[config.mk]
export PLATFORM = sky130hd
export DESIGN_NAME = set_median_finder
export DESIGN_NICKNAME = d
export VERILOG_FILES = /design/src/rtl/set_med_pkg.sv /design/src/rtl/set_median_finder.sv /design/src/rtl/set_med_ram.sv /design/src/rtl/set_med_ctrl.sv /design/src/rtl/set_med_dp.sv
export VERILOG_INCLUDE_DIRS = /design/src /design/src/rtl
export SDC_FILE = /design/constraint.sdc
export NUM_CORES = 2
export LEC_CHECK = 0
export BUFFER_PORTS_ARGS = -buffer_cell sky130_fd_sc_hd__buf_2
export CAP_MARGIN = 15
export CORE_MARGIN = 3
export CORE_UTILIZATION = 57
export CTS_CLUSTER_SIZE = 20
export DETAILED_ROUTE_END_ITERATION = 7
export PLACE_DENSITY_LB_ADDON = 0.25
export SYNTH_ARGS = -nofsm -noshare
export SYNTH_HDL_FRONTEND = slang
export SYNTH_SLANG_ARGS = --single-unit
[constraint.sdc]
create_clock -name clk_i -period 16.9 [get_ports clk_i]
set_clock_uncertainty 0.1 [all_clocks]
set_input_delay 2.535 -clock clk_i [delete_from_list [all_inputs] [get_ports clk_i]]
set_output_delay 2.535 -clock clk_i [all_outputs]
set_load 0.01 [all_outputs]
[src/rtl/set_median_finder_defines.svh]
// Assertion macros for the median finder.
`ifndef SET_MEDIAN_FINDER_DEFINES_SVH
`define SET_MEDIAN_FINDER_DEFINES_SVH

`ifndef NO_ASSERTIONS
`define SMF_ASSERT(lbl, prop) \
  lbl: assert property (@(posedge clk_i) disable iff (!rst_ni) prop) \
    else $error("median finder assertion failed");
`define SMF_ASSERT_NEXT(lbl, pre, post) \
  lbl: assert property (@(posedge clk_i) disable iff (!rst_ni) (pre) |=> (post)) \
    else $error("median finder assertion failed");
`else
`define SMF_ASSERT(lbl, prop)
`define SMF_ASSERT_NEXT(lbl, pre, post)
`endif

`endif

[src/rtl/set_med_pkg.sv]
package set_med_pkg;

  localparam int unsigned COUNT_BITS = 7;

  typedef enum logic [1:0] {
    RD_PREV,
    RD_NEXT,
    RD_MID_HI,
    RD_MID_LO
  } rd_sel_e;

  typedef struct packed {
    logic    load;
    logic    set_ovf;
    logic    shift;
    logic    place;
    logic    capture;
    logic    emit;
    rd_sel_e rd_sel;
  } cmd_t;

  typedef struct packed {
    logic full;
    logic fill_zero;
    logic pos_is_one;
    logic greater;
    logic out_busy;
  } sts_t;

endpackage

[src/rtl/set_median_finder.sv]
// Median finder: samples of a set arrive one per transaction and are insertion-sorted
// into an on-chip store of MAX_SAMPLES entries; the transaction flagged by last_i closes
// the set and yields one result with twice the median (sum of the two middle entries for
// an even count), the number of samples kept and an overflow flag for samples dropped
// because the store was full. A kept sample is moved down past the k stored entries larger
// than it (k at most the current fill), one compare-and-move per cycle through the single
// store read port, and then written; a dropped sample only sets the overflow flag, and the
// closing sample then reads the two middle entries. Input is taken again while a result
// waits on the output register. The set is empty again after each result.
`include "set_median_finder_defines.svh"

module set_median_finder #(
  parameter int unsigned MAX_SAMPLES = 64,
  parameter int unsigned SAMPLE_BITS = 16
) (
  input  logic                                clk_i,
  input  logic                                rst_ni,
  input  logic                                in_valid_i,
  output logic                                in_ready_o,
  input  logic [SAMPLE_BITS-1:0]              sample_i,
  input  logic                                last_i,
  output logic                                out_valid_o,
  input  logic                                out_ready_i,
  output logic [SAMPLE_BITS:0]                median_x2_o,
  output logic [set_med_pkg::COUNT_BITS-1:0]  count_o,
  output logic                                overflow_o
);
  import set_med_pkg::*;

  cmd_t cmd;
  sts_t sts;

  set_med_ctrl u_ctrl (
    .clk_i      (clk_i),
    .rst_ni     (rst_ni),
    .in_valid_i (in_valid_i),
    .last_i     (last_i),
    .in_ready_o (in_ready_o),
    .sts_i      (sts),
    .cmd_o      (cmd)
  );

  set_med_dp #(
    .MAX_SAMPLES (MAX_SAMPLES),
    .SAMPLE_BITS (SAMPLE_BITS)
  ) u_dp (
    .clk_i       (clk_i),
    .rst_ni      (rst_ni),
    .sample_i    (sample_i),
    .cmd_i       (cmd),
    .sts_o       (sts),
    .out_valid_o (out_valid_o),
    .out_ready_i (out_ready_i),
    .median_x2_o (median_x2_o),
    .count_o     (count_o),
    .overflow_o  (overflow_o)
  );

  `SMF_ASSERT(a_no_write_when_full, cmd.place |-> !sts.full)
  `SMF_ASSERT(a_shift_only_larger, cmd.shift |-> sts.greater)
  `SMF_ASSERT(a_no_result_overwrite, sts.out_busy |-> !cmd.emit)
  `SMF_ASSERT(a_one_action, $onehot0({cmd.load, cmd.set_ovf, cmd.shift, cmd.place, cmd.emit}))
  `SMF_ASSERT_NEXT(a_emit_shows_result, cmd.emit, out_valid_o)

endmodule

[src/rtl/set_med_ram.sv]
module set_med_ram #(
  parameter int unsigned WIDTH = 16,
  parameter int unsigned DEPTH = 64
) (
  input  logic                     clk_i,
  input  logic                     we_i,
  input  logic [$clog2(DEPTH)-1:0] waddr_i,
  input  logic [WIDTH-1:0]         wdata_i,
  input  logic [$clog2(DEPTH)-1:0] raddr_i,
  output logic [WIDTH-1:0]         rdata_o
);

  logic [WIDTH-1:0] mem_q [DEPTH];

  always_ff @(posedge clk_i) begin
    if (we_i) begin
      mem_q[waddr_i] <= wdata_i;
    end
    rdata_o <= mem_q[raddr_i];
  end

endmodule

[src/rtl/set_med_ctrl.sv]
module set_med_ctrl (
  input  logic                clk_i,
  input  logic                rst_ni,
  input  logic                in_valid_i,
  input  logic                last_i,
  output logic                in_ready_o,
  input  set_med_pkg::sts_t   sts_i,
  output set_med_pkg::cmd_t   cmd_o
);
  import set_med_pkg::*;

  localparam logic [2:0] ST_IDLE  = 3'd0;
  localparam logic [2:0] ST_CMP   = 3'd1;
  localparam logic [2:0] ST_PLACE = 3'd2;
  localparam logic [2:0] ST_MED0  = 3'd3;
  localparam logic [2:0] ST_MED1  = 3'd4;
  localparam logic [2:0] ST_MED2  = 3'd5;

  logic [2:0] state_q, state_d;
  logic       last_q, last_d;
  logic       accept;

  assign in_ready_o = (state_q == ST_IDLE);
  assign accept     = in_valid_i && in_ready_o;

  always_comb begin
    state_d       = state_q;
    last_d        = last_q;
    cmd_o         = '0;
    cmd_o.rd_sel  = RD_PREV;
    case (state_q)
      ST_IDLE: begin
        if (accept) begin
          last_d = last_i;
          if (sts_i.full) begin
            cmd_o.set_ovf = 1'b1;
            state_d       = last_i ? ST_MED0 : ST_IDLE;
          end else begin
            cmd_o.load = 1'b1;
            state_d    = sts_i.fill_zero ? ST_PLACE : ST_CMP;
          end
        end
      end
      ST_CMP: begin
        cmd_o.rd_sel = RD_NEXT;
        if (sts_i.greater) begin
          cmd_o.shift = 1'b1;
          if (sts_i.pos_is_one) begin
            state_d = ST_PLACE;
          end
        end else begin
          cmd_o.place = 1'b1;
          state_d     = last_q ? ST_MED0 : ST_IDLE;
        end
      end
      ST_PLACE: begin
        cmd_o.place = 1'b1;
        state_d     = last_q ? ST_MED0 : ST_IDLE;
      end
      ST_MED0: begin
        cmd_o.rd_sel = RD_MID_HI;
        state_d      = ST_MED1;
      end
      ST_MED1: begin
        cmd_o.rd_sel  = RD_MID_LO;
        cmd_o.capture = 1'b1;
        state_d       = ST_MED2;
      end
      ST_MED2: begin
        cmd_o.rd_sel = RD_MID_LO;
        if (!sts_i.out_busy) begin
          cmd_o.emit = 1'b1;
          state_d    = ST_IDLE;
        end
      end
      default: begin
        state_d = ST_IDLE;
      end
    endcase
  end

  always_ff @(posedge clk_i or negedge rst_ni) begin
    if (!rst_ni) begin
      state_q <= ST_IDLE;
      last_q  <= 1'b0;
    end else begin
      state_q <= state_d;
      last_q  <= last_d;
    end
  end

endmodule

[src/rtl/set_med_dp.sv]
module set_med_dp #(
  parameter int unsigned MAX_SAMPLES = 64,
  parameter int unsigned SAMPLE_BITS = 16
) (
  input  logic                                clk_i,
  input  logic                                rst_ni,
  input  logic [SAMPLE_BITS-1:0]              sample_i,
  input  set_med_pkg::cmd_t                   cmd_i,
  output set_med_pkg::sts_t                   sts_o,
  output logic                                out_valid_o,
  input  logic                                out_ready_i,
  output logic [SAMPLE_BITS:0]                median_x2_o,
  output logic [set_med_pkg::COUNT_BITS-1:0]  count_o,
  output logic                                overflow_o
);
  import set_med_pkg::*;

  localparam int unsigned IDX_W = $clog2(MAX_SAMPLES);
  localparam int unsigned CNT_W = $clog2(MAX_SAMPLES + 1);

  logic [CNT_W-1:0]       fill_q, fill_d;
  logic                   ovf_q, ovf_d;
  logic [IDX_W-1:0]       pos_q, pos_d;
  logic [SAMPLE_BITS-1:0] sample_q, sample_d;
  logic [SAMPLE_BITS-1:0] acc_q;
  logic                   out_valid_q, out_valid_d;
  logic [SAMPLE_BITS:0]   median_q;
  logic [COUNT_BITS-1:0]  count_q;
  logic                   overflow_q;

  logic [IDX_W-1:0]       raddr, mid_hi, mid_lo;
  logic [SAMPLE_BITS-1:0] rdata;
  logic                   we;
  logic [SAMPLE_BITS-1:0] wdata;
  logic [SAMPLE_BITS:0]   sum;

  assign mid_hi = IDX_W'(fill_q >> 1);
  assign mid_lo = fill_q[0] ? mid_hi : mid_hi - IDX_W'(1);

  always_comb begin
    case (cmd_i.rd_sel)
      RD_PREV:   raddr = IDX_W'(fill_q - CNT_W'(1));
      RD_NEXT:   raddr = pos_q - IDX_W'(2);
      RD_MID_HI: raddr = mid_hi;
      RD_MID_LO: raddr = mid_lo;
      default:   raddr = mid_hi;
    endcase
  end

  assign we    = cmd_i.shift || cmd_i.place;
  assign wdata = cmd_i.shift ? rdata : sample_q;

  set_med_ram #(
    .WIDTH (SAMPLE_BITS),
    .DEPTH (MAX_SAMPLES)
  ) u_store (
    .clk_i   (clk_i),
    .we_i    (we),
    .waddr_i (pos_q),
    .wdata_i (wdata),
    .raddr_i (raddr),
    .rdata_o (rdata)
  );

  assign sum = {acc_q[SAMPLE_BITS-1], acc_q} + {rdata[SAMPLE_BITS-1], rdata};

  assign sts_o.full       = (fill_q == CNT_W'(MAX_SAMPLES));
  assign sts_o.fill_zero  = (fill_q == '0);
  assign sts_o.pos_is_one = (pos_q == IDX_W'(1));
  assign sts_o.greater    = $signed(rdata) > $signed(sample_q);
  assign sts_o.out_busy   = out_valid_q && !out_ready_i;

  always_comb begin
    fill_d      = fill_q;
    ovf_d       = ovf_q;
    pos_d       = pos_q;
    sample_d    = sample_q;
    out_valid_d = out_valid_q && !out_ready_i;
    if (cmd_i.load) begin
      sample_d = sample_i;
      pos_d    = IDX_W'(fill_q);
    end
    if (cmd_i.set_ovf) begin
      ovf_d = 1'b1;
    end
    if (cmd_i.shift) begin
      pos_d = pos_q - IDX_W'(1);
    end
    if (cmd_i.place) begin
      fill_d = fill_q + CNT_W'(1);
    end
    if (cmd_i.emit) begin
      out_valid_d = 1'b1;
      fill_d      = '0;
      ovf_d       = 1'b0;
    end
  end

  always_ff @(posedge clk_i or negedge rst_ni) begin
    if (!rst_ni) begin
      fill_q      <= '0;
      ovf_q       <= 1'b0;
      out_valid_q <= 1'b0;
    end else begin
      fill_q      <= fill_d;
      ovf_q       <= ovf_d;
      out_valid_q <= out_valid_d;
    end
  end

  always_ff @(posedge clk_i) begin
    pos_q    <= pos_d;
    sample_q <= sample_d;
    if (cmd_i.capture) begin
      acc_q <= rdata;
    end
    if (cmd_i.emit) begin
      median_q   <= sum;
      count_q    <= COUNT_BITS'(fill_q);
      overflow_q <= ovf_q;
    end
  end

  assign out_valid_o = out_valid_q;
  assign median_x2_o = median_q;
  assign count_o     = count_q;
  assign overflow_o  = overflow_q;

endmodule
Word level (Yosys, flattened, before mapping)
Memories as Yosys holds them, arrays and structs flattened. A register that Yosys moved wholly into a read port is not among the register bits. Index checks and enable logic that the tools add are counted.

Add/subtract/negate cells: 6. Multipliers: 0. Div/mod/pow operators: 0. $lt $le $gt $ge: 1. Equal/unequal tests: 13. Shifts and indexed selects: 0. Mux-type cells: 33. Bitwise logic cells: 0. Reductions and logical operators: 13.

Operator list (count): $pmux W6 S4 (1); $mux W6 (3); $pmux W3 S6 (1); $sub A6 B1 Y6 const B (3); $add A16 B16 Y17 (1); $gt A16 B16 Y1 (1); $mux W16 (1); $mux W3 (5); $mux W7 (2); $mux W1 (13); $mux W2 (5); $add A7 B1 Y7 const B (1); $eq A7 B7 Y1 const B (1); $logic_not A7 Y1 (1); $eq A3 B2 Y1 const B (2); $eq A3 B3 Y1 const B (2); $eq A6 B1 Y1 const B (1); $pmux W2 S3 (1); $reduce_bool A2 Y1 (3); $sub A6 B2 Y6 const B (1); $eq A2 B2 Y1 const B (2); $ne A2 B2 Y1 const B (2); $eq A3 B1 Y1 const B (1); $logic_not A3 Y1 (1); 10 further kinds (11).

Register bits: 76. Latch bits: 0. Bits in writable memories: 1024. Memory bits (read-only): 0. Logic and storage cells: 78. Memories: 1.

Memory list: u_dp.u_store.mem_q (words 64, width 16, read ports 1, clocked after Yosys merged registers in 1, wr ports 1, line set_med_ram.sv:13) `logic [WIDTH-1:0] mem_q [DEPTH];`.

Logic depth before layout (Yosys ltp)
Word-level depth: 6. Depth in mapped cells: 15.

Modules after synthesis
Synthesis repeated with hierarchy kept, for this count alone.

Cells, all modules: 2265. Area, all modules: 44637.8 um2.

By module, submodules not included: set_med_ram (instances 1, cells an instance 1829, area an instance 40042.2 um2, seq. area each 31069.8 um2); set_med_dp (instances 1, cells an instance 394, area an instance 4234.1 um2, seq. area each 2117.0 um2); set_med_ctrl (instances 1, cells an instance 42, area an instance 361.6 um2, seq. area each 100.1 um2).

Worst setup path before layout
OpenSTA, ideal clock, no wires.

Path kind: reg-to-reg. Start: register u_dp.sample_q[12]. End: memory u_dp.u_store.mem_q[0][10], data pin. Setup time: 0.702 ns. Data arrival time: 4.597 ns. Data required time: 16.098 ns. Slack: 11.501 ns. Stages on the path, launching flop included: 11. Path buffers: 1. Cells stage by stage: edfxtp_1 inv_1 ha_1 a21o_1 a21oi_1 o21ai_0 a2111oi_0 a21o_1 nor3_1 clkbuf_1 o21ai_0.

Cells in the longest elaborated chain, start to end: 4.

RTL lines: from (decl) (line set_med_dp.sv:24) `logic [SAMPLE_BITS-1:0] sample_q, sample_d;`; from (signal assigned) (line set_med_dp.sv:113) `sample_q <= sample_d;`; $gt A16 B16 Y1 (line set_med_dp.sv:70) `assign sts_o.greater = $signed(rdata) > $signed(sample_q);`; $mux W1 (line set_med_ctrl.sv:46) `if (sts_i.greater) begin`; $mux W1 (line set_med_ctrl.sv:31) `case (state_q)`; $mux W16 (line set_med_dp.sv:51) `assign wdata = cmd_i.shift ? rdata : sample_q;`; via u_dp.u_store.wdata_i[10] (line set_med_ram.sv:8) `input logic [WIDTH-1:0] wdata_i,`; to (decl) (line set_med_ram.sv:13).

The timed path passes the listed nets, and every way through them passes these cells.

Final worst setup path
Start: register u_dp.fill_q[0]. End: register u_dp.u_store.rdata_o[10], read port of u_dp.u_store.mem_q.

Cells in the longest elaborated chain, start to end: 2. Elaborated cells on any way between the ends: 3. Those cells by class: 1 x add/sub; 2 x mux.

RTL lines: from (decl) (line set_med_dp.sv:21) `logic [CNT_W-1:0] fill_q, fill_d;`; from (signal assigned) (line set_med_dp.sv:105) `fill_q <= fill_d;`; $sub A6 B1 Y6 / $mux W6 (equally long branches) (line set_med_dp.sv:42, set_med_dp.sv:38); $pmux W6 S4 * (line set_med_dp.sv:41) `case (cmd_i.rd_sel)`; to (decl) (line set_med_ram.sv:10) `output logic [WIDTH-1:0] rdata_o`.

Mark *: on every way between the ends. The rest lies on a longest branch, timed or not. A chain may end at the register's enable or synchronous reset.

==> impl_metrics.csv <==
group,metric,value,unit
placed_design,dp_slack,10.86,ns
cts,cts_resized,0,
synth,synth_area,45550,um2
synth,ys_seq_area_share,73.08,%
job,cap_violations,0,
global_routing,grt_usage,28.93,%
synth,synth_simple_gate_area_share,13.75,%
synth,synth_fp_nets,3490,
sta,max_slew_margin,25.12,%
cts,cts_tree,"yes",
routing,ant_nets,0,
global_routing,grt-ovfl-total,0,
routing,num_vias,29758,
setup_path,crit_path_cell_trace,"inv_1, ha_1, nand2_1, a21o_1, nand3_4, buf_4, buf_12, buf_4, nand3_1, a31oi_1, o22ai_1, or4_1",
sta,period_share,36.45,%
cts,clk_path_buf_depth,3,
sta,min_period,6.160,ns
setup_path,slowest_delay,0.82,ns
synth,synth_top_family_by_area,"simple AND/OR/NAND/NOR gates",
global_routing,grt_max_degree,184,
routing,drc,0,
outcome,outcome,"finished clean",
global_routing,grt_pass1_vias,28876,
sta,worst_pin_slew,1.122,ns
synth,yosysTopAreaCellShare,71.66,%
synth,synth_compound_area_share,8.216,%
placed_design,hpwlAfterDp,66020,um
finish,final_cell_mix,"edfxtp_1 (1087), nand2_1 (859), nand3_1 (253)",
setup_path,required,17.34,ns
synth,ys_seq_elements,1116,
routing,viasPerCell,6.480,
sta,fin_setup_tns,0,ns
die,die-area,83340,um2
sta,finalHoldViolCount,0,
routing,wl,120500,um
die,die_h,288.7,um
setup_path,worstSetupEndpointType,"flip-flop",
synth,synth.area.top_cells,"edfxtp_1 (72%), nand2_1 (7.1%), nand3_1 (2.8%)",
cts,clock_latency,0.69,ns
die,io-pin-count,48,
setup_path,worstSetupPathType,"flip-flop to flip-flop",
cts,cts_hold_buf,0,
synth,yosys.area.top_type,"edfxtp_1",
finish,nNetsFinal,3516,
synth,syn_inst,3423,
synth,yosys-mux-area-fraction,0.3379,%
synth,synthXorXnorAreaFrac,0.5961,%
finish,final_common_cell,"edfxtp_1",
placed_design,gp_congestion,0.8794,
cts,post-cts-setup-buffers,0,
cts,numCtsBuffers,111,
sta,fmax,162.3,MHz
setup_path,cpMostUsedCell,"buf_4",
sta,drv_slew,0,
die,start_util,57.56,%
global_routing,grt_pass1_wl,179000,um
placed_design,port_buffers,47,
finish,utilization,63.98,%
routing,drt_pass1_iterations,8,
setup_path,cp_max_fo,183,
routing,drt_iter0_markers,3907,
setup_path,worst_path_dominant_cell_family,"buffers and inverters",
cts,clock-sinks,1116,
worst_hold_path,hold_class,"flip-flop to flip-flop",
die,die_w,288.7,um
setup_path,cp_num_buf_inv,4,
synth,syn_avg_cell_area,13.31,um2
die,core.rowCount,103,
cts,htreeDepth,3,
routing,wl_per_cell,26.24,um
setup_path,start_kind,"flip-flop",
setup_path,worstPathArrival,6.60,ns
sta,rsz0062_at_grt,"no",
finish,syn_to_final_growth,11.15,%
synth,synth-edff-count,1087,
synth,synth_cell_type_count,70,
synth,synth_ff_type,"edfxtp_1",
synth,async_flop_share,1.165,%
synth,synth_adder_area_share,1.280,%
synth,ys_warn_count,0,
die,core,79130,um2
global_routing,antenna_found_initial,5,
setup_path,slowest_stage,"buf_4",
finish,drive_gt1_share,10.17,%
sta,finalSetupViolCount,0,
cts,cts_root_buf,"clkbuf_16",
sta,setup_slack,10.74,ns
cts,clkTransAtPathRegs,0.06,ns
-- cell type report --
cell class	count	area, um2
inverter	39	146.4
clock buffer	136	2934
timing repair buffer	150	1046
tap	1050	1314
multi-input combinational	2031	11260
antenna	3	7.507
clock inverter	67	630.6
fill	5631	28500
sequential	1116	33290
-- metrics by stage --
step / instances / hold WS (ns) / instance area (um2)
2_1_floorplan: 3423 / 0.3231 / 45550
3_3_place_gp: 4386 / 0.3360 / 47050
3_5_place_dp: 4386 / 0.3520 / 47050
4_1_cts: 4589 / 0.3686 / 50620
5_1_grt: 4590 / 0.3878 / 50620
6_report: 4592 / 0.3628 / 50620
-- flip-flops by register name, summed over array words and instances, names as in the netlist --
signal	cells
u_dp.ovf_q	1
u_dp.fill_q	7
u_dp.out_valid_o	1
u_dp.median_x2_o	17
u_dp.sample_q	16
u_ctrl.last_q	1
u_dp.overflow_o	1
u_dp.u_store.mem_q	1024
u_dp.u_store.rdata_o	16
u_ctrl.state_q	3
u_dp.count_o	7
u_dp.acc_q	16
u_dp.pos_q	6
-- per-layer routing --
| layer | track usage, % | vias up | wire [um] |
|---|---|---|---|
| met2 | 44.84 | 1756 | 55730 |
| met1 | 40.12 | 14804 | 46200 |
| met5 | 0 | - | 13 |
| li1 | - | 12926 | - |
| met4 | 14.62 | 2 | 6373 |
| met3 | 4.799 | 270 | 12180 |
-- worst reg2reg max path, cell delays in order, from the launching register on --
cell	delay, ns
dfrtp_1	0.63
inv_1	0.17
ha_1	0.36
nand2_1	0.11
a21o_1	0.25
nand3_4	0.59
buf_4	0.62
buf_12	0.67
buf_4	1.02
nand3_1	0.38
a31oi_1	0.43
o22ai_1	0.15
or4_1	0.56
-- Yosys cell counts, drive strengths merged (23+ instances only) --
master,instances
a21oi,23
and3,138
clkbuf,128
inv,39
a31oi,123
nand2,860
ha,45
edfxtp,1087
o22ai,63
o21ai,31
a311oi,125
nor2,101
nand3,258
buf,109
a211oi,101
-- final timing paths --
kind                                     start                        to  depth (start not counted)  slack (ns)
worst max-delay path            u_dp.fill_q[0]  u_dp.u_store.rdata_o[10]                         12       10.74
worst min-delay path                u_dp.ovf_q           u_dp.overflow_o                          0        0.36
worst max register to register  u_dp.fill_q[0]  u_dp.u_store.rdata_o[10]                         12       10.74
worst min register to register      u_dp.ovf_q           u_dp.overflow_o                          0        0.36
max in group asynchronous               rst_ni            u_dp.fill_q[5]                          1       14.82
min in group asynchronous               rst_ni          u_dp.out_valid_o                          1        1.64
-- cells by family after synthesis --
group           count (synthesis)
flops                        1116
mux                            10
simple gates                 1427
buf+inv                       276
compound gates                517
xor+xnor                       31
fa+ha+maj                      46
Power is left out: the tool's default activity adds up to more than one toggle a clock period on the data nets, which glitch-free logic cannot reach.
